==> config.mk <==
export PLATFORM = sky130hd
export DESIGN_NAME = i2c_master_transaction_unit
export DESIGN_NICKNAME = d
export VERILOG_FILES = /design/src/hdl/i2cm_pkg.sv /design/src/hdl/i2cm_front.sv /design/src/hdl/i2cm_queue.sv /design/src/hdl/i2cm_engine.sv /design/src/hdl/i2c_master_transaction_unit.sv
export SDC_FILE = /design/constraint.sdc
export NUM_CORES = 1
export LEC_CHECK = 0
export BUFFER_PORTS_ARGS = -buffer_cell sky130_fd_sc_hd__buf_4
export CORE_UTILIZATION = 35
export CTS_CLUSTER_SIZE = 28
export DETAILED_ROUTE_END_ITERATION = 10
export GPL_TIMING_DRIVEN = 0
export PLACE_DENSITY = 0.5
export RECOVER_POWER = 50
export SLEW_MARGIN = 0
export SYNTH_ARGS = -nofsm -noshare
export SYNTH_HDL_FRONTEND = slang
export SYNTH_SLANG_ARGS = --single-unit
==> constraint.sdc <==
create_clock -name i_clk -period 9.1 [get_ports i_clk]
set_clock_uncertainty 0.05 [all_clocks]
set_input_delay 1.82 -clock i_clk [delete_from_list [all_inputs] [get_ports i_clk]]
set_output_delay 1.82 -clock i_clk [all_outputs]
set_load 0.02 [all_outputs]
==> src/hdl/i2cm_pkg.sv <==
package i2cm_pkg;

    // Largest data length honored per transaction
    localparam int unsigned C_MAX_BYTES = 255;

    // Command codes
    localparam logic [1:0] CMD_NONE  = 2'd0;
    localparam logic [1:0] CMD_WRITE = 2'd1;
    localparam logic [1:0] CMD_READ  = 2'd2;

    // Ticks per phase after reset
    localparam logic [15:0] C_PHASE_TICKS_RST = 16'd5;

    // Bus phases
    typedef enum logic [4:0] {
        PH_IDLE        = 5'd0,
        PH_START_SETUP = 5'd1,
        PH_START_HOLD  = 5'd2,
        PH_ADDR_LOW    = 5'd3,
        PH_ADDR_HIGH   = 5'd4,
        PH_AACK_LOW    = 5'd5,
        PH_AACK_HIGH   = 5'd6,
        PH_TX_LOW      = 5'd7,
        PH_TX_HIGH     = 5'd8,
        PH_TACK_LOW    = 5'd9,
        PH_TACK_HIGH   = 5'd10,
        PH_RX_LOW      = 5'd11,
        PH_RX_HIGH     = 5'd12,
        PH_RACK_LOW    = 5'd13,
        PH_RACK_HIGH   = 5'd14,
        PH_STOP_LOW    = 5'd15,
        PH_STOP_SETUP  = 5'd16,
        PH_STOP_HOLD   = 5'd17
    } t_phase;

    // One tick as seen on the input port
    typedef struct packed {
        logic [1:0] cmd;
        logic [6:0] target_addr;
        logic [7:0] byte_count;
        logic [7:0] tx_byte;
        logic       sda_in;
    } t_tick_in;

    // Classified tick, as held in the queue
    typedef struct packed {
        logic       start;
        logic       is_read;
        logic [6:0] target_addr;
        logic [7:0] count;
        logic [7:0] tx_byte;
        logic       sda_in;
    } t_job;

    // One result word
    typedef struct packed {
        logic       scl_level;
        logic       scl_drive;
        logic       sda_level;
        logic       sda_drive;
        logic       tx_take;
        logic       rx_valid;
        logic [7:0] rx_byte;
        logic       rx_last;
        logic       busy_res;
        logic       done_res;
        logic       status;
        logic [7:0] bytes_moved;
    } t_result;

endpackage

==> src/hdl/i2cm_front.sv <==
module i2cm_front
    import i2cm_pkg::*;
(
    input  logic     i_valid,
    input  t_tick_in i_word,
    output logic     o_push,
    output t_job     o_job
);

    localparam logic [7:0] MaxCnt = (C_MAX_BYTES > 255) ? 8'd255 : C_MAX_BYTES[7:0];

    logic [7:0] sat_cnt;

    always_comb begin
        sat_cnt = (i_word.byte_count > MaxCnt) ? MaxCnt : i_word.byte_count;
        o_job.start       = (i_word.cmd == CMD_WRITE) || (i_word.cmd == CMD_READ);
        o_job.is_read     = (i_word.cmd == CMD_READ);
        o_job.target_addr = i_word.target_addr;
        // zero-length read still moves one byte
        o_job.count       = ((i_word.cmd == CMD_READ) && (sat_cnt == 8'd0)) ? 8'd1 : sat_cnt;
        o_job.tx_byte     = i_word.tx_byte;
        o_job.sda_in      = i_word.sda_in;
        o_push            = i_valid;
    end

endmodule

==> src/hdl/i2cm_queue.sv <==
module i2cm_queue
    import i2cm_pkg::*;
(
    input  logic i_clk,
    input  logic i_rst_n,
    input  logic i_push,
    input  t_job i_job,
    output logic o_full,
    output logic o_valid,
    output t_job o_job,
    input  logic i_pop
);

    localparam int Depth = 4;
    localparam int PtrW  = $clog2(Depth);

    t_job            r_mem [Depth];
    logic [PtrW-1:0] r_wr_ptr, n_wr_ptr;
    logic [PtrW-1:0] r_rd_ptr, n_rd_ptr;
    logic [PtrW:0]   r_count,  n_count;
    logic            wr_en, rd_en;

    assign o_full  = (r_count == (PtrW+1)'(Depth));
    assign o_valid = (r_count != '0);
    assign o_job   = r_mem[r_rd_ptr];
    assign wr_en   = i_push && !o_full;
    assign rd_en   = i_pop && o_valid;

    always_comb begin
        n_wr_ptr = wr_en ? r_wr_ptr + 1'b1 : r_wr_ptr;
        n_rd_ptr = rd_en ? r_rd_ptr + 1'b1 : r_rd_ptr;
        n_count  = r_count + (PtrW+1)'(wr_en) - (PtrW+1)'(rd_en);
    end

    always_ff @(posedge i_clk) begin
        if (wr_en) begin
            r_mem[r_wr_ptr] <= i_job;
        end
    end

    always_ff @(posedge i_clk) begin
        if (!i_rst_n) begin
            r_wr_ptr <= '0;
            r_rd_ptr <= '0;
            r_count  <= '0;
        end else begin
            r_wr_ptr <= n_wr_ptr;
            r_rd_ptr <= n_rd_ptr;
            r_count  <= n_count;
        end
    end

endmodule

==> src/hdl/i2cm_engine.sv <==
module i2cm_engine
    import i2cm_pkg::*;
(
    input  logic        i_clk,
    input  logic        i_rst_n,
    input  logic        i_cfg_valid,
    input  logic [15:0] i_cfg_data,
    input  logic        i_job_valid,
    input  t_job        i_job,
    output logic        o_pop,
    output logic        o_out_valid,
    input  logic        i_out_stall,
    output t_result     o_out_word
);

    // drive nibble: scl_level, scl_drive, sda_level, sda_drive
    localparam logic [3:0] DrvReleased = 4'hA;

    function automatic logic [3:0] drive_of(input t_phase ph, input logic msb,
                                            input logic last);
        logic [3:0] d;
        case (ph)
            PH_START_SETUP:            d = 4'hF;
            PH_START_HOLD:             d = 4'hD;
            PH_ADDR_LOW, PH_TX_LOW:    d = {3'b010, 1'b1} | {2'b00, msb, 1'b0};
            PH_ADDR_HIGH, PH_TX_HIGH:  d = 4'hD | {2'b00, msb, 1'b0};
            PH_AACK_LOW, PH_TACK_LOW,
            PH_RX_LOW:                 d = 4'h6;
            PH_AACK_HIGH, PH_TACK_HIGH,
            PH_RX_HIGH:                d = 4'hE;
            PH_RACK_LOW:               d = 4'h5 | {2'b00, last, 1'b0};
            PH_RACK_HIGH:              d = 4'hD | {2'b00, last, 1'b0};
            PH_STOP_LOW:               d = 4'h5;
            PH_STOP_SETUP:             d = 4'hD;
            PH_STOP_HOLD:              d = 4'hF;
            default:                   d = DrvReleased;
        endcase
        return d;
    endfunction

    logic [15:0] r_ticks;
    t_phase      r_phase,  n_phase;
    logic [15:0] r_timer,  n_timer;
    logic [3:0]  r_bit,    n_bit;
    logic [7:0]  r_shift,  n_shift;
    logic [7:0]  r_rem,    n_rem;
    logic [7:0]  r_moved,  n_moved;
    logic        r_is_read, n_is_read;
    logic        r_nack,   n_nack;
    logic [3:0]  r_line,   n_line;
    logic        r_out_valid;
    t_result     r_out,    n_out;

    logic [15:0] pt;
    logic [16:0] timer_inc;
    logic [3:0]  bit_inc;
    logic [7:0]  rem_dec;
    logic [7:0]  rx_shift;

    assign o_pop       = i_job_valid && (!r_out_valid || !i_out_stall);
    assign o_out_valid = r_out_valid;
    assign o_out_word  = r_out;

    always_comb begin
        n_phase   = r_phase;
        n_timer   = r_timer;
        n_bit     = r_bit;
        n_shift   = r_shift;
        n_rem     = r_rem;
        n_moved   = r_moved;
        n_is_read = r_is_read;
        n_nack    = r_nack;
        n_out     = '0;

        pt        = (r_ticks == 16'd0) ? 16'd1 : r_ticks;
        timer_inc = {1'b0, r_timer} + 17'd1;
        bit_inc   = r_bit + 4'd1;
        rem_dec   = r_rem - 8'd1;
        rx_shift  = {r_shift[6:0], i_job.sda_in};

        if (r_phase == PH_IDLE) begin
            if (i_job.start) begin
                n_is_read = i_job.is_read;
                n_rem     = i_job.count;
                n_shift   = {i_job.target_addr, i_job.is_read};
                n_bit     = '0;
                n_timer   = '0;
                n_moved   = '0;
                n_nack    = 1'b0;
                n_phase   = PH_START_SETUP;
            end
        end else begin
            n_timer = timer_inc[15:0];
            if (timer_inc >= {1'b0, pt}) begin
                n_timer = '0;
                case (r_phase)
                    PH_START_SETUP: n_phase = PH_START_HOLD;
                    PH_START_HOLD: begin
                        n_phase = PH_ADDR_LOW;
                        n_bit   = '0;
                    end
                    PH_ADDR_LOW:    n_phase = PH_ADDR_HIGH;
                    PH_TX_LOW:      n_phase = PH_TX_HIGH;
                    PH_ADDR_HIGH, PH_TX_HIGH: begin
                        n_shift = {r_shift[6:0], 1'b0};
                        if (bit_inc >= 4'd8) begin
                            n_bit   = '0;
                            n_phase = (r_phase == PH_ADDR_HIGH) ? PH_AACK_LOW : PH_TACK_LOW;
                        end else begin
                            n_bit   = bit_inc;
                            n_phase = (r_phase == PH_ADDR_HIGH) ? PH_ADDR_LOW : PH_TX_LOW;
                        end
                    end
                    PH_AACK_LOW:    n_phase = PH_AACK_HIGH;
                    PH_TACK_LOW:    n_phase = PH_TACK_HIGH;
                    PH_AACK_HIGH, PH_TACK_HIGH: begin
                        if (i_job.sda_in) begin
                            // target did not acknowledge
                            n_nack  = 1'b1;
                            n_phase = PH_STOP_LOW;
                        end else begin
                            if (r_phase == PH_TACK_HIGH) begin
                                n_moved = r_moved + 8'd1;
                                n_rem   = rem_dec;
                            end
                            n_bit = '0;
                            if (n_rem == 8'd0) begin
                                n_phase = PH_STOP_LOW;
                            end else if (r_is_read) begin
                                n_phase = PH_RX_LOW;
                            end else begin
                                n_out.tx_take = 1'b1;
                                n_shift       = i_job.tx_byte;
                                n_phase       = PH_TX_LOW;
                            end
                        end
                    end
                    PH_RX_LOW:      n_phase = PH_RX_HIGH;
                    PH_RX_HIGH: begin
                        n_shift = rx_shift;
                        if (bit_inc >= 4'd8) begin
                            n_bit          = '0;
                            n_rem          = rem_dec;
                            n_moved        = r_moved + 8'd1;
                            n_out.rx_valid = 1'b1;
                            n_out.rx_byte  = rx_shift;
                            n_out.rx_last  = (rem_dec == 8'd0);
                            n_phase        = PH_RACK_LOW;
                        end else begin
                            n_bit   = bit_inc;
                            n_phase = PH_RX_LOW;
                        end
                    end
                    PH_RACK_LOW:    n_phase = PH_RACK_HIGH;
                    PH_RACK_HIGH:   n_phase = (r_rem == 8'd0) ? PH_STOP_LOW : PH_RX_LOW;
                    PH_STOP_LOW:    n_phase = PH_STOP_SETUP;
                    PH_STOP_SETUP: begin
                        n_phase = PH_STOP_HOLD;
                        n_bit   = '0;
                    end
                    PH_STOP_HOLD: begin
                        // stop hold spans ten phases
                        if (bit_inc >= 4'd10) begin
                            n_bit          = '0;
                            n_phase        = PH_IDLE;
                            n_out.done_res = 1'b1;
                            n_out.status   = r_nack;
                        end else begin
                            n_bit = bit_inc;
                        end
                    end
                    default:        n_phase = PH_IDLE;
                endcase
            end
        end

        n_line            = drive_of(n_phase, n_shift[7], n_rem == 8'd0);
        n_out.scl_level   = r_line[3];
        n_out.scl_drive   = r_line[2];
        n_out.sda_level   = r_line[1];
        n_out.sda_drive   = r_line[0];
        n_out.busy_res    = (n_phase != PH_IDLE);
        n_out.bytes_moved = n_moved;
    end

    always_ff @(posedge i_clk) begin
        if (!i_rst_n) begin
            r_ticks     <= C_PHASE_TICKS_RST;
            r_phase     <= PH_IDLE;
            r_timer     <= '0;
            r_bit       <= '0;
            r_shift     <= '0;
            r_rem       <= '0;
            r_moved     <= '0;
            r_is_read   <= 1'b0;
            r_nack      <= 1'b0;
            r_line      <= DrvReleased;
            r_out_valid <= 1'b0;
        end else begin
            if (i_cfg_valid) begin
                r_ticks <= i_cfg_data;
            end
            if (o_pop) begin
                r_phase   <= n_phase;
                r_timer   <= n_timer;
                r_bit     <= n_bit;
                r_shift   <= n_shift;
                r_rem     <= n_rem;
                r_moved   <= n_moved;
                r_is_read <= n_is_read;
                r_nack    <= n_nack;
                r_line    <= n_line;
            end
            if (o_pop) begin
                r_out_valid <= 1'b1;
            end else if (!i_out_stall) begin
                r_out_valid <= 1'b0;
            end
        end
    end

    always_ff @(posedge i_clk) begin
        if (o_pop) begin
            r_out <= n_out;
        end
    end

endmodule

==> src/hdl/i2c_master_transaction_unit.sv <==
// A tick word is written into the queue; the bus engine pops it and registers its result word.
// Throughput: one tick word per cycle while the queue has room; the bus engine retires one
//   queued word per cycle while its output register is empty or not stalled.
// A 4-deep queue between the front decoder and the engine absorbs output stalls.
// Reset (synchronous, active low): engine idle, both bus lines released, phase_ticks = 5,
//   queue and output register empty.
module i2c_master_transaction_unit
    import i2cm_pkg::*;
(
    input  logic        i_clk,
    input  logic        i_rst_n,

    // tick words in
    input  logic        i_in_valid,
    output logic        o_in_stall,
    input  t_tick_in    i_in_word,

    // result words out
    output logic        o_out_valid,
    input  logic        i_out_stall,
    output t_result     o_out_word,

    // phase_ticks register write
    input  logic        i_cfg_valid,
    output logic        o_cfg_ready,
    input  logic [15:0] i_cfg_data
);

    // Front: classifies each tick (command decode, length saturation,
    // zero-length read promoted to one byte).
    logic q_push;
    t_job front_job;

    // Queue to engine
    logic q_full;
    logic q_valid;
    t_job q_job;
    logic q_pop;

    i2cm_front u_front (
        .i_valid (i_in_valid),
        .i_word  (i_in_word),
        .o_push  (q_push),
        .o_job   (front_job)
    );

    // Input side stalls only when the queue is full.
    assign o_in_stall = q_full;

    i2cm_queue u_queue (
        .i_clk   (i_clk),
        .i_rst_n (i_rst_n),
        .i_push  (q_push),
        .i_job   (front_job),
        .o_full  (q_full),
        .o_valid (q_valid),
        .o_job   (q_job),
        .i_pop   (q_pop)
    );

    // Config writes land directly; send them only while the block is idle; the block itself does not enforce this.
    assign o_cfg_ready = 1'b1;

    // Back: the per-tick bus engine. Pops a word whenever its output
    // register is empty or being drained this cycle.
    i2cm_engine u_engine (
        .i_clk       (i_clk),
        .i_rst_n     (i_rst_n),
        .i_cfg_valid (i_cfg_valid),
        .i_cfg_data  (i_cfg_data),
        .i_job_valid (q_valid),
        .i_job       (q_job),
        .o_pop       (q_pop),
        .o_out_valid (o_out_valid),
        .i_out_stall (i_out_stall),
        .o_out_word  (o_out_word)
    );

endmodule

==> results.sh, run 1 <==
export IMPL_nFillCells=2867
export IMPL_initial_core_util=0.357
export IMPL_postCtsSetupBuffers=0
export IMPL_crit_type="reg2reg"
export IMPL_grt_use_met3=0.0232
export IMPL_grt_max_degree=37
export IMPL_placed_area_sq_um=11300
export IMPL_htree_num_levels=1
export IMPL_finalInstanceArea_sq_um=11900
export IMPL_drive_gt1_frac=0.130
export IMPL_syn_nets=985
export IMPL_gr_max_usage_layer="met2"
export IMPL_dp_hpwl_microns=17400
export IMPL_end_kind="flop"
export IMPL_clkSinkCount=211
export IMPL_worstHoldPathType="reg2reg"
export IMPL_failed_checks="capacitance limit, slew limit"
export IMPL_async_flop_share=0
export IMPL_drtAntennaViolNets=0
export IMPL_netlist_instances=906
export IMPL_whs_ps=382
export IMPL_slew_headroom=-0.350
export IMPL_fmax_mhz=186
export IMPL_num_rows=62
export IMPL_grt_pass1_vias=6965
export IMPL_dieArea_sq_um=30100
export IMPL_drt_iter0_drc=466
export IMPL_cts_tree="built"
export IMPL_syn_avg_cell_area_sq_um=11.4
export IMPL_finalMaxSlewViolations=54
export IMPL_worstPathMaxFanout=7
export IMPL_portBuffers=72
export IMPL_grt_overflow=0
export IMPL_clk_pin_slew_worst_paths_ps=60
export IMPL_grt_setup_unrepaired="no"
export IMPL_drt_pass1_iter_count=6
export IMPL_rr_startpoint="u_engine.r_timer[2]"
export IMPL_vias=7130
export IMPL_layoutNonFillerInstCount=1406
export IMPL_finalSetupTns_ps=0
export IMPL_power_density_nw_per_um2=313
export IMPL_critPathLaunch="u_engine.r_timer[2]"
export IMPL_clk_latency_ps=530
export IMPL_synth_edf_count=130
export IMPL_yosys_warnings=0
export IMPL_grt_antenna_before_repair=0
export IMPL_cts_path_max_buffers=3
export IMPL_grt_util_met1=0.237
export IMPL_route_detailed_drc=0
export IMPL_io_pins=76
export IMPL_critical_path_required_ps=9500
export IMPL_synthDistinctLibCells=85
export IMPL_ys_seq_area_frac=0.537
export IMPL_maxCapViolCount=2
export IMPL_yosys_most_used_dff="edfxtp_1"
export IMPL_numCtsBuffers=24
export IMPL_dp_cells=1362
export IMPL_vdd_drop_max_v=0.000151
export IMPL_multi_input_area_sq_um=4370
export IMPL_fin_nets=1083
export IMPL_dieHeight_microns=173
export IMPL_holdBufCountCts=0
export IMPL_netlist_area_sq_um=10300
export IMPL_cts_resized=0
export IMPL_p_leak_nw=4.32
export IMPL_status="finished, violations left"
export IMPL_ys_seq_elements=211
export IMPL_wl_per_cell_microns=17.7
export IMPL_report_final_hold_viol_count=0
export IMPL_final_cell_mix="edfxtp_1, nand2_1, clkbuf_1"
export IMPL_crit_path_start_kind="flop"
export IMPL_register_area_sq_um=5530
export IMPL_grt_usage=0.166
export IMPL_post_drt_via_cell_ratio=5.07
export IMPL_min_period_ps=5370
export IMPL_hp_start="u_engine.r_line[0]"
export IMPL_use_met2=0.263
export IMPL_die_w_microns=173
export IMPL_layout_commonest_cell="edfxtp_1"
export IMPL_diodes=0
export IMPL_gp_congestion=0.867
export IMPL_critPathArrivalTime_ps=5770
export IMPL_finalCritPeriodShare=0.590
export IMPL_core_area_sq_um=28800
export IMPL_cts_root_buf="clkbuf_16"
export IMPL_grt_pass1_wl_microns=39400
export IMPL_wirelength_microns=24900
export IMPL_syn_to_final_growth_pct=15.9
export IMPL_setup_violations=0
export IMPL_tightest_slew_ps=2020
-- worst max-delay path, cell delays in order (launching register included) --
cell and delay [ps]:
dfxtp_1 430, and3_1 250, and3_1 240, and3_1 250, and3_1 260, and3_1 230
and3_1 240, nand3_1 110, xnor2_1 250, ha_1 350, nand2_1 100, a21oi_1 60
o311a_1 370, o21ai_1 440, nand2_1 340, nor2_1 550, o21ai_0 210, nand3_1 230
o31ai_1 110, a41oi_1 210
-- layer usage --
metal	part of all wire	routed length (microns)
met5	0	0
met4	0.027	686
met3	0.042	1040
met2	0.45	11300
met1	0.48	11900
-- cells in the mapped netlist, types with 14 or more instances --
library cell / number / share of area
edfxtp_1: 130 / 0.38
nand2_1: 101 / 0.037
dfxtp_1: 81 / 0.16
nor2_1: 56 / 0.020
inv_1: 36 / 0.013
and2_1: 35 / 0.021
clkbuf_1: 34 / 0.012
a21oi_1: 32 / 0.016
ha_1: 31 / 0.038
nor2b_1: 29 / 0.018
mux4_2: 25 / 0.055
o21ai_0: 25 / 0.012
mux2i_1: 21 / 0.020
nand3_1: 21 / 0.010
xor2_1: 21 / 0.018
a21boi_0: 18 / 0.013
nor3_1: 14 / 0.0068
xnor2_1: 14 / 0.012
-- worst paths after layout --
kind,endpoint,slack [ps],cells past startpoint
worst max-delay path,u_engine.r_line[1],3730,19
worst min-delay path,u_engine.o_out_word[22],380,0
worst max register to register,u_engine.r_line[1],3730,19
worst min register to register,u_engine.o_out_word[22],380,0
-- power by group --
| part | internal (mW) | total, mW | switching [mW] |
|---|---|---|---|
| combinational | 0.527 | 1.47 | 0.940 |
| clock | 0.560 | 0.961 | 0.401 |
| sequential | 1.22 | 1.31 | 0.0887 |
-- registers in the layout, indices dropped and copies added (netlist names), 2 cells and up, named ones only --
signal / cells
u_queue.r_wr_ptr: 2
u_engine.r_shift: 8
u_engine.r_timer: 16
u_engine.r_phase: 5
u_engine.r_moved: 8
u_engine.r_ticks: 16
u_engine.r_bit: 4
u_engine.o_out_word: 26
u_engine.r_rem: 8
u_queue.r_rd_ptr: 2
u_queue.r_count: 3
u_engine.r_line: 4
u_queue.r_mem: 104
-- metrics by stage --
step,utilization,total power [mW],setup slack (ps)
6_report,0.414,3.74,3730
5_1_grt,0.414,3.97,3420
4_1_cts,0.420,3.81,3770
3_5_place_dp,0.393,2.84,3640
3_3_place_gp,0.393,2.84,2700
2_1_floorplan,-,2.37,4050
-- layout make-up --
type	count	share of cell area
multi-input cells	604	0.366
flip-flops and latches	211	0.463
inverters	37	0.0116
plain buffers	54	0.0213
repair buffers	72	0.0305
clock buffers	28	0.0533
clock inverters	16	0.0131
well taps	384	0.0403
-- kinds of logic after synthesis --
logic type	count (synthesis)	synth area share
compound gates	165	0.111
flops	211	0.537
buf+inv	91	0.0381
xor+xnor	35	0.0298
fa+ha+maj	34	0.0417
mux	50	0.0814
other cells	1	0.000365
simple gates	319	0.160
Note: power is estimated with default switching activity, not from simulation.
==> run 2: changes to the inputs <==
--- a/config.mk
+++ b/config.mk
@@ -5,12 +5,13 @@
 export SDC_FILE = /design/constraint.sdc
 export NUM_CORES = 1
 export LEC_CHECK = 0
+export ABC_AREA = 1
 export BUFFER_PORTS_ARGS = -buffer_cell sky130_fd_sc_hd__buf_4
 export CORE_UTILIZATION = 35
 export CTS_CLUSTER_SIZE = 28
 export DETAILED_ROUTE_END_ITERATION = 10
 export GPL_TIMING_DRIVEN = 0
-export PLACE_DENSITY = 0.5
+export PLACE_DENSITY = 0.52
 export RECOVER_POWER = 50
 export SLEW_MARGIN = 0
 export SYNTH_ARGS = -nofsm -noshare
==> constraint.sdc (replaced) <==
create_clock -name i_clk -period 4.45 [get_ports i_clk]
set_clock_uncertainty 0.05 [all_clocks]
set_input_delay 0.89 -clock i_clk [delete_from_list [all_inputs] [get_ports i_clk]]
set_output_delay 0.89 -clock i_clk [all_outputs]
set_load 0.02 [all_outputs]
==> results.sh, run 2 <==
export IMPL_power_density_nw_per_um2=706
export IMPL_dieHeight_microns=176
export IMPL_layoutNonFillerInstCount=1703
export IMPL_async_flop_share=0
export IMPL_rr_worst_depth=23
export IMPL_drt_iter0_drc=547
export IMPL_yosys_warnings=0
export IMPL_grt_pass1_wl_microns=44300
export IMPL_end_kind="flop"
export IMPL_clk_pin_slew_worst_paths_ps=60
export IMPL_synth_edf_count=130
export IMPL_finalCritPeriodShare=0.902
export IMPL_placed_area_sq_um=11600
export IMPL_wl_per_cell_microns=16.5
export IMPL_finalSetupTns_ps=0
export IMPL_internal_power_mw=4.88
export IMPL_num_rows=63
export IMPL_drive_gt1_frac=0.112
export IMPL_largest_reg_flops=104
export IMPL_cts_tree="built"
export IMPL_gp_congestion=0.950
export IMPL_ys_seq_area_frac=0.523
export IMPL_layout_commonest_cell="nand2_1"
export IMPL_place_ws_ps=146
export IMPL_yosysMostFrequentCell="nand2_1"
export IMPL_synth_area_leaders="edfxtp_1, dfxtp_1, nand2_1, o21ai_0, nor2_1"
export IMPL_synthDistinctLibCells=61
export IMPL_netlist_area_sq_um=10600
export IMPL_nFillCells=3074
export IMPL_numCtsBuffers=24
export IMPL_grt_max_degree=29
export IMPL_portBuffers=73
export IMPL_ys_seq_elements=211
export IMPL_die_w_microns=176
export IMPL_holdBufCountCts=0
export IMPL_seqPwrFrac=0.322
export IMPL_setup_violations=0
export IMPL_grt_overflow=0
export IMPL_fin_ws_ps=438
export IMPL_dieArea_sq_um=30900
export IMPL_dp_cells=1657
export IMPL_netlist_instances=1193
export IMPL_p_leak_nw=4.78
export IMPL_finalInstanceArea_sq_um=12300
export IMPL_critPathArrivalTime_ps=4240
export IMPL_vias=8578
export IMPL_synth_largest_area_cell="edfxtp_1"
export IMPL_pwr_share_clk=0.229
export IMPL_final_cell_mix="nand2_1, o21ai_0, edfxtp_1"
export IMPL_cts_root_buf="clkbuf_16"
export IMPL_worstPathMaxFanout=10
export IMPL_io_pins=76
export IMPL_min_period_ps=4010
export IMPL_report_final_hold_viol_count=0
export IMPL_core_area_sq_um=29600
export IMPL_critical_path_required_ps=4670
export IMPL_swShare=0.439
export IMPL_fmax_mhz=249
export IMPL_clk_latency_ps=540
export IMPL_syn_nets=1272
export IMPL_htree_num_levels=1
export IMPL_whs_path_depth=0
export IMPL_synth_top_area_frac=0.370
export IMPL_cts_path_max_buffers=3
export IMPL_grt_antenna_before_repair=0
export IMPL_grt_pass1_vias=8266
export IMPL_drt_pass1_iter_count=5
export IMPL_status="finished, violations left"
export IMPL_tightest_slew_ps=1670
export IMPL_wirelength_microns=28100
export IMPL_finalMaxSlewViolations=10
export IMPL_clkSinkCount=211
export IMPL_route_detailed_drc=0
export IMPL_worstHoldPathType="reg2reg"
export IMPL_vdd_drop_max_v=0.000350
export IMPL_maxCapViolCount=1
export IMPL_power_switching_mw=3.82
export IMPL_yosys_most_used_dff="edfxtp_1"
export IMPL_p_comb_frac=0.449
export IMPL_fin_nets=1374
export IMPL_syn_avg_cell_area_sq_um=8.85
export IMPL_grt_usage=0.183
export IMPL_crit_path_start_kind="flop"
export IMPL_drtAntennaViolNets=0
export IMPL_dp_hpwl_microns=19700
export IMPL_diodes=0
export IMPL_syn_to_final_growth_pct=16.7
export IMPL_synthTopCellsByCount="nand2_1, o21ai_0, edfxtp_1, nor2_1, inv_1"
export IMPL_post_drt_via_cell_ratio=5.04
export IMPL_initial_core_util=0.356
export IMPL_crit_type="reg2reg"
export IMPL_top_register="u_queue.r_mem"
export IMPL_slew_headroom=-0.126
export IMPL_failed_checks="capacitance limit, slew limit"
-- run 2: stage by stage --
stage          utilization  hold slack, ps  total power [mW]
3_5_place_dp         0.393             368              6.81
2_1_floorplan            -             351              5.51
6_report             0.416             390              8.70
3_3_place_gp         0.391             367              6.76
5_1_grt              0.416             395              9.38
4_1_cts              0.420             397              8.84
-- run 2: layer usage --
metal  wire, microns  up-vias  GRT usage  share of wire
met1           12700     4022      0.237           0.45
li1                -     4290          -              -
met4             978        0     0.0659          0.035
met2           13300      208      0.309           0.47
met5               0        -          0              0
met3            1110       58     0.0258          0.040
-- run 2: what timing repair did --
action / CTS / global route
setup endpoints to repair: 0 / 28
buffers inserted: 0 / 2
gates resized for setup: 0 / 14
-- run 2: critical path: stages, from the launching register on --
cell and delay [ps]:
dfxtp_1 400, and3_1 230, nand3_1 130, nor2_1 130, nand2_1 130, nor3_4 190
nand3_2 140, xor2_2 170, inv_1 60, ha_1 270, nand2_1 70, nor2_2 160
and2_1 140, nand2_1 50, nand2_1 60, nand2_1 40, nand2_1 70, nand2_2 100
nand2_4 150, clkinvlp_4 140, buf_4 170, nor2_1 80, nand2_1 240, nor4_1 410
-- run 2: layout make-up --
cell class / count / area (sq um) / area share
plain buffers: 49 / 223 / 0.0181
clock buffers: 35 / 682 / 0.0553
clock inverters: 9 / 125 / 0.0102
inverters: 145 / 551 / 0.0447
multi-input cells: 788 / 4330 / 0.352
flip-flops and latches: 211 / 5530 / 0.448
well taps: 390 / 488 / 0.0396
repair buffers: 76 / 395 / 0.0321
-- run 2: logic make-up (layout without fill, tap and decap cells) --
family,Yosys count,after routing,share of synthesized area
other,1,1,0.000355
DFF,211,211,0.523
xor gates and xnor gates,22,22,0.0200
AOI/OAI and AO/OA,292,292,0.156
adders and majority gates,32,32,0.0386
buffers and inverters,194,314,0.0729
and+or+nand+nor,441,441,0.188
-- run 2: final timing paths --
kind	startpoint	to	slack (ps)
max	u_engine.r_timer[0]	u_engine.o_out_word[11]	440
min reg2reg	u_engine.r_line[1]	u_engine.o_out_word[23]	390
max reg2reg	u_engine.r_timer[0]	u_engine.o_out_word[11]	440
min	u_engine.r_line[1]	u_engine.o_out_word[23]	390
-- run 2: power groups by stage --
stage,clock [mW],sequential [mW],combinational [mW]
after CTS,2.05,2.81,3.99
after global routing,2.14,2.85,4.39
final,1.99,2.80,3.90
after global placement,0,2.85,3.91
after floorplan,0,2.93,2.58
after detailed placement,0,2.84,3.96
==> run 3: changes to the inputs <==
--- a/config.mk
+++ b/config.mk
@@ -7,6 +7,7 @@
 export LEC_CHECK = 0
 export ABC_AREA = 1
 export BUFFER_PORTS_ARGS = -buffer_cell sky130_fd_sc_hd__buf_4
+export CORE_ASPECT_RATIO = 1.1
 export CORE_UTILIZATION = 35
 export CTS_CLUSTER_SIZE = 28
 export DETAILED_ROUTE_END_ITERATION = 10
==> results.sh, run 3 (same netlist as run 2, synthesis figures left out) <==
export IMPL_slowest_stage="dfxtp_1"
export IMPL_finalInstanceArea_sq_um=12200
export IMPL_cts_root_buf="clkbuf_16"
export IMPL_drt_iter0_drc=473
export IMPL_syn_to_final_growth_pct=15.8
export IMPL_min_period_ps=4040
export IMPL_clkSinkCount=211
export IMPL_die_w_microns=168
export IMPL_failed_checks="capacitance limit, slew limit"
export IMPL_fin_nets=1373
export IMPL_drive_gt1_frac=0.109
export IMPL_grt_setup_unrepaired="no"
export IMPL_hp_start="u_engine.r_line[3]"
export IMPL_crit_path_start_kind="flop"
export IMPL_dieHeight_microns=184
export IMPL_final_cell_mix="nand2_1, o21ai_0, edfxtp_1"
export IMPL_finalMaxSlewViolations=31
export IMPL_crit_top_cell="nand2_1"
export IMPL_vdd_drop_max_v=0.000283
export IMPL_dieArea_sq_um=30900
export IMPL_crit_type="reg2reg"
export IMPL_critical_path_max_stage_delay_ps=380
export IMPL_rr_worst_depth=29
export IMPL_critPathArrivalTime_ps=4390
export IMPL_reg2reg_to="u_engine.r_line[1]"
export IMPL_wirelength_microns=28000
export IMPL_portBuffers=73
export IMPL_report_final_hold_viol_count=0
export IMPL_p_leak_nw=4.75
export IMPL_gp_congestion=0.884
export IMPL_top_register="u_queue.r_mem"
export IMPL_grt_antenna_before_repair=0
export IMPL_status="finished, violations left"
export IMPL_io_pins=76
export IMPL_grt_usage=0.183
export IMPL_end_kind="flop"
export IMPL_numCtsBuffers=24
export IMPL_worstHoldPathType="reg2reg"
export IMPL_place_ws_ps=185
export IMPL_cts_path_max_buffers=3
export IMPL_num_rows=66
export IMPL_critical_path_required_ps=4800
export IMPL_slew_headroom=-0.202
export IMPL_finalCritPeriodShare=0.907
export IMPL_whs_endpoint="u_engine.o_out_word[25]"
export IMPL_clk_pin_slew_worst_paths_ps=60
export IMPL_power_density_nw_per_um2=701
export IMPL_fmax_mhz=248
export IMPL_tightest_slew_ps=1800
export IMPL_dp_hpwl_microns=19900
export IMPL_core_area_sq_um=29600
export IMPL_diodes=0
export IMPL_largest_reg_flops=104
export IMPL_wl_per_cell_microns=16.6
export IMPL_setup_violations=0
export IMPL_grt_overflow=0
export IMPL_r2r_setup_slack_ps=410
export IMPL_htree_num_levels=1
export IMPL_grt_pass1_vias=8252
export IMPL_vias=8452
export IMPL_layout_commonest_cell="nand2_1"
export IMPL_initial_core_util=0.356
export IMPL_route_detailed_drc=0
export IMPL_grt_max_degree=31
export IMPL_nFillCells=3027
export IMPL_maxCapViolCount=1
export IMPL_rr_startpoint="u_engine.r_timer[0]"
export IMPL_drt_pass1_iter_count=5
export IMPL_worstPathMaxFanout=7
export IMPL_whs_path_depth=0
export IMPL_drtAntennaViolNets=0
export IMPL_total_power_mw=8.57
export IMPL_clk_latency_ps=530
export IMPL_placed_area_sq_um=11600
export IMPL_post_drt_via_cell_ratio=5.01
export IMPL_fin_ws_ps=413
export IMPL_cts_tree="built"
export IMPL_grt_pass1_wl_microns=44200
==> run 3: worst max-delay path, delay by kind of cell (launching register included) <==
| kind | cells | cell delay [ps] |
|---|---|---|
| and+or+nand+nor | 24 | 2480 |
| adders and majority gates | 1 | 280 |
| xor gates and xnor gates | 1 | 190 |
| DFF | 1 | 380 |
| AOI/OAI and AO/OA | 1 | 300 |
| buffers and inverters | 2 | 220 |
==> run 3: how the worst max path moves through the flow <==
stage,from,to,cells past startpoint
2_1_floorplan,i_out_stall,u_queue.r_count[2],11
3_3_place_gp,i_out_stall,u_queue.r_count[2],12
3_5_place_dp,u_engine.r_timer[0],u_engine.r_moved[4],27
4_1_cts,u_engine.r_timer[0],u_engine.r_moved[4],27
5_1_grt,u_engine.r_timer[2],u_engine.r_line[1],29
6_report,u_engine.r_timer[0],u_engine.r_line[1],29
==> run 3: layout make-up <==
| cell class | count | area [sq um] | area share |
|---|---|---|---|
| flip-flops and latches | 211 | 5530 | 0.452 |
| multi-input cells | 788 | 4310 | 0.353 |
| clock buffers | 39 | 738 | 0.0604 |
| inverters | 145 | 551 | 0.0450 |
| well taps | 374 | 468 | 0.0383 |
| repair buffers | 75 | 383 | 0.0313 |
| plain buffers | 49 | 223 | 0.0182 |
| clock inverters | 5 | 22.5 | 0.00184 |
==> run 3: power by group <==
group | internal, mW | switching [mW]
combinational | 1.10 | 2.77
sequential | 2.57 | 0.240
clock | 1.12 | 0.769
total | 4.79 | 3.78
==> run 3: what timing repair did <==
action	CTS	global route
setup endpoints to repair	0	22
gates resized for setup	0	10
buffers inserted	0	1
hold buffers	0	0
==> run 3: metrics by stage <==
| step | hold slack, ps | utilization | cells | setup TNS, ps |
|---|---|---|---|---|
| after floorplan | 351 | - | 1193 | 0 |
| after global placement | 363 | 0.390 | 1640 | -300 |
| after detailed placement | 364 | 0.392 | 1641 | 0 |
| after CTS | 377 | 0.418 | 1685 | 0 |
| after global routing | 394 | 0.412 | 1686 | 0 |
| final | 377 | 0.412 | 1686 | 0 |
==> run 3: metal layers <==
metal,routed length [microns],up-vias,track usage
met2,13900,176,0.331
met4,686,0,0.0550
met5,0,-,0
li1,-,4275,-
met1,12100,3956,0.225
met3,1320,45,0.0260
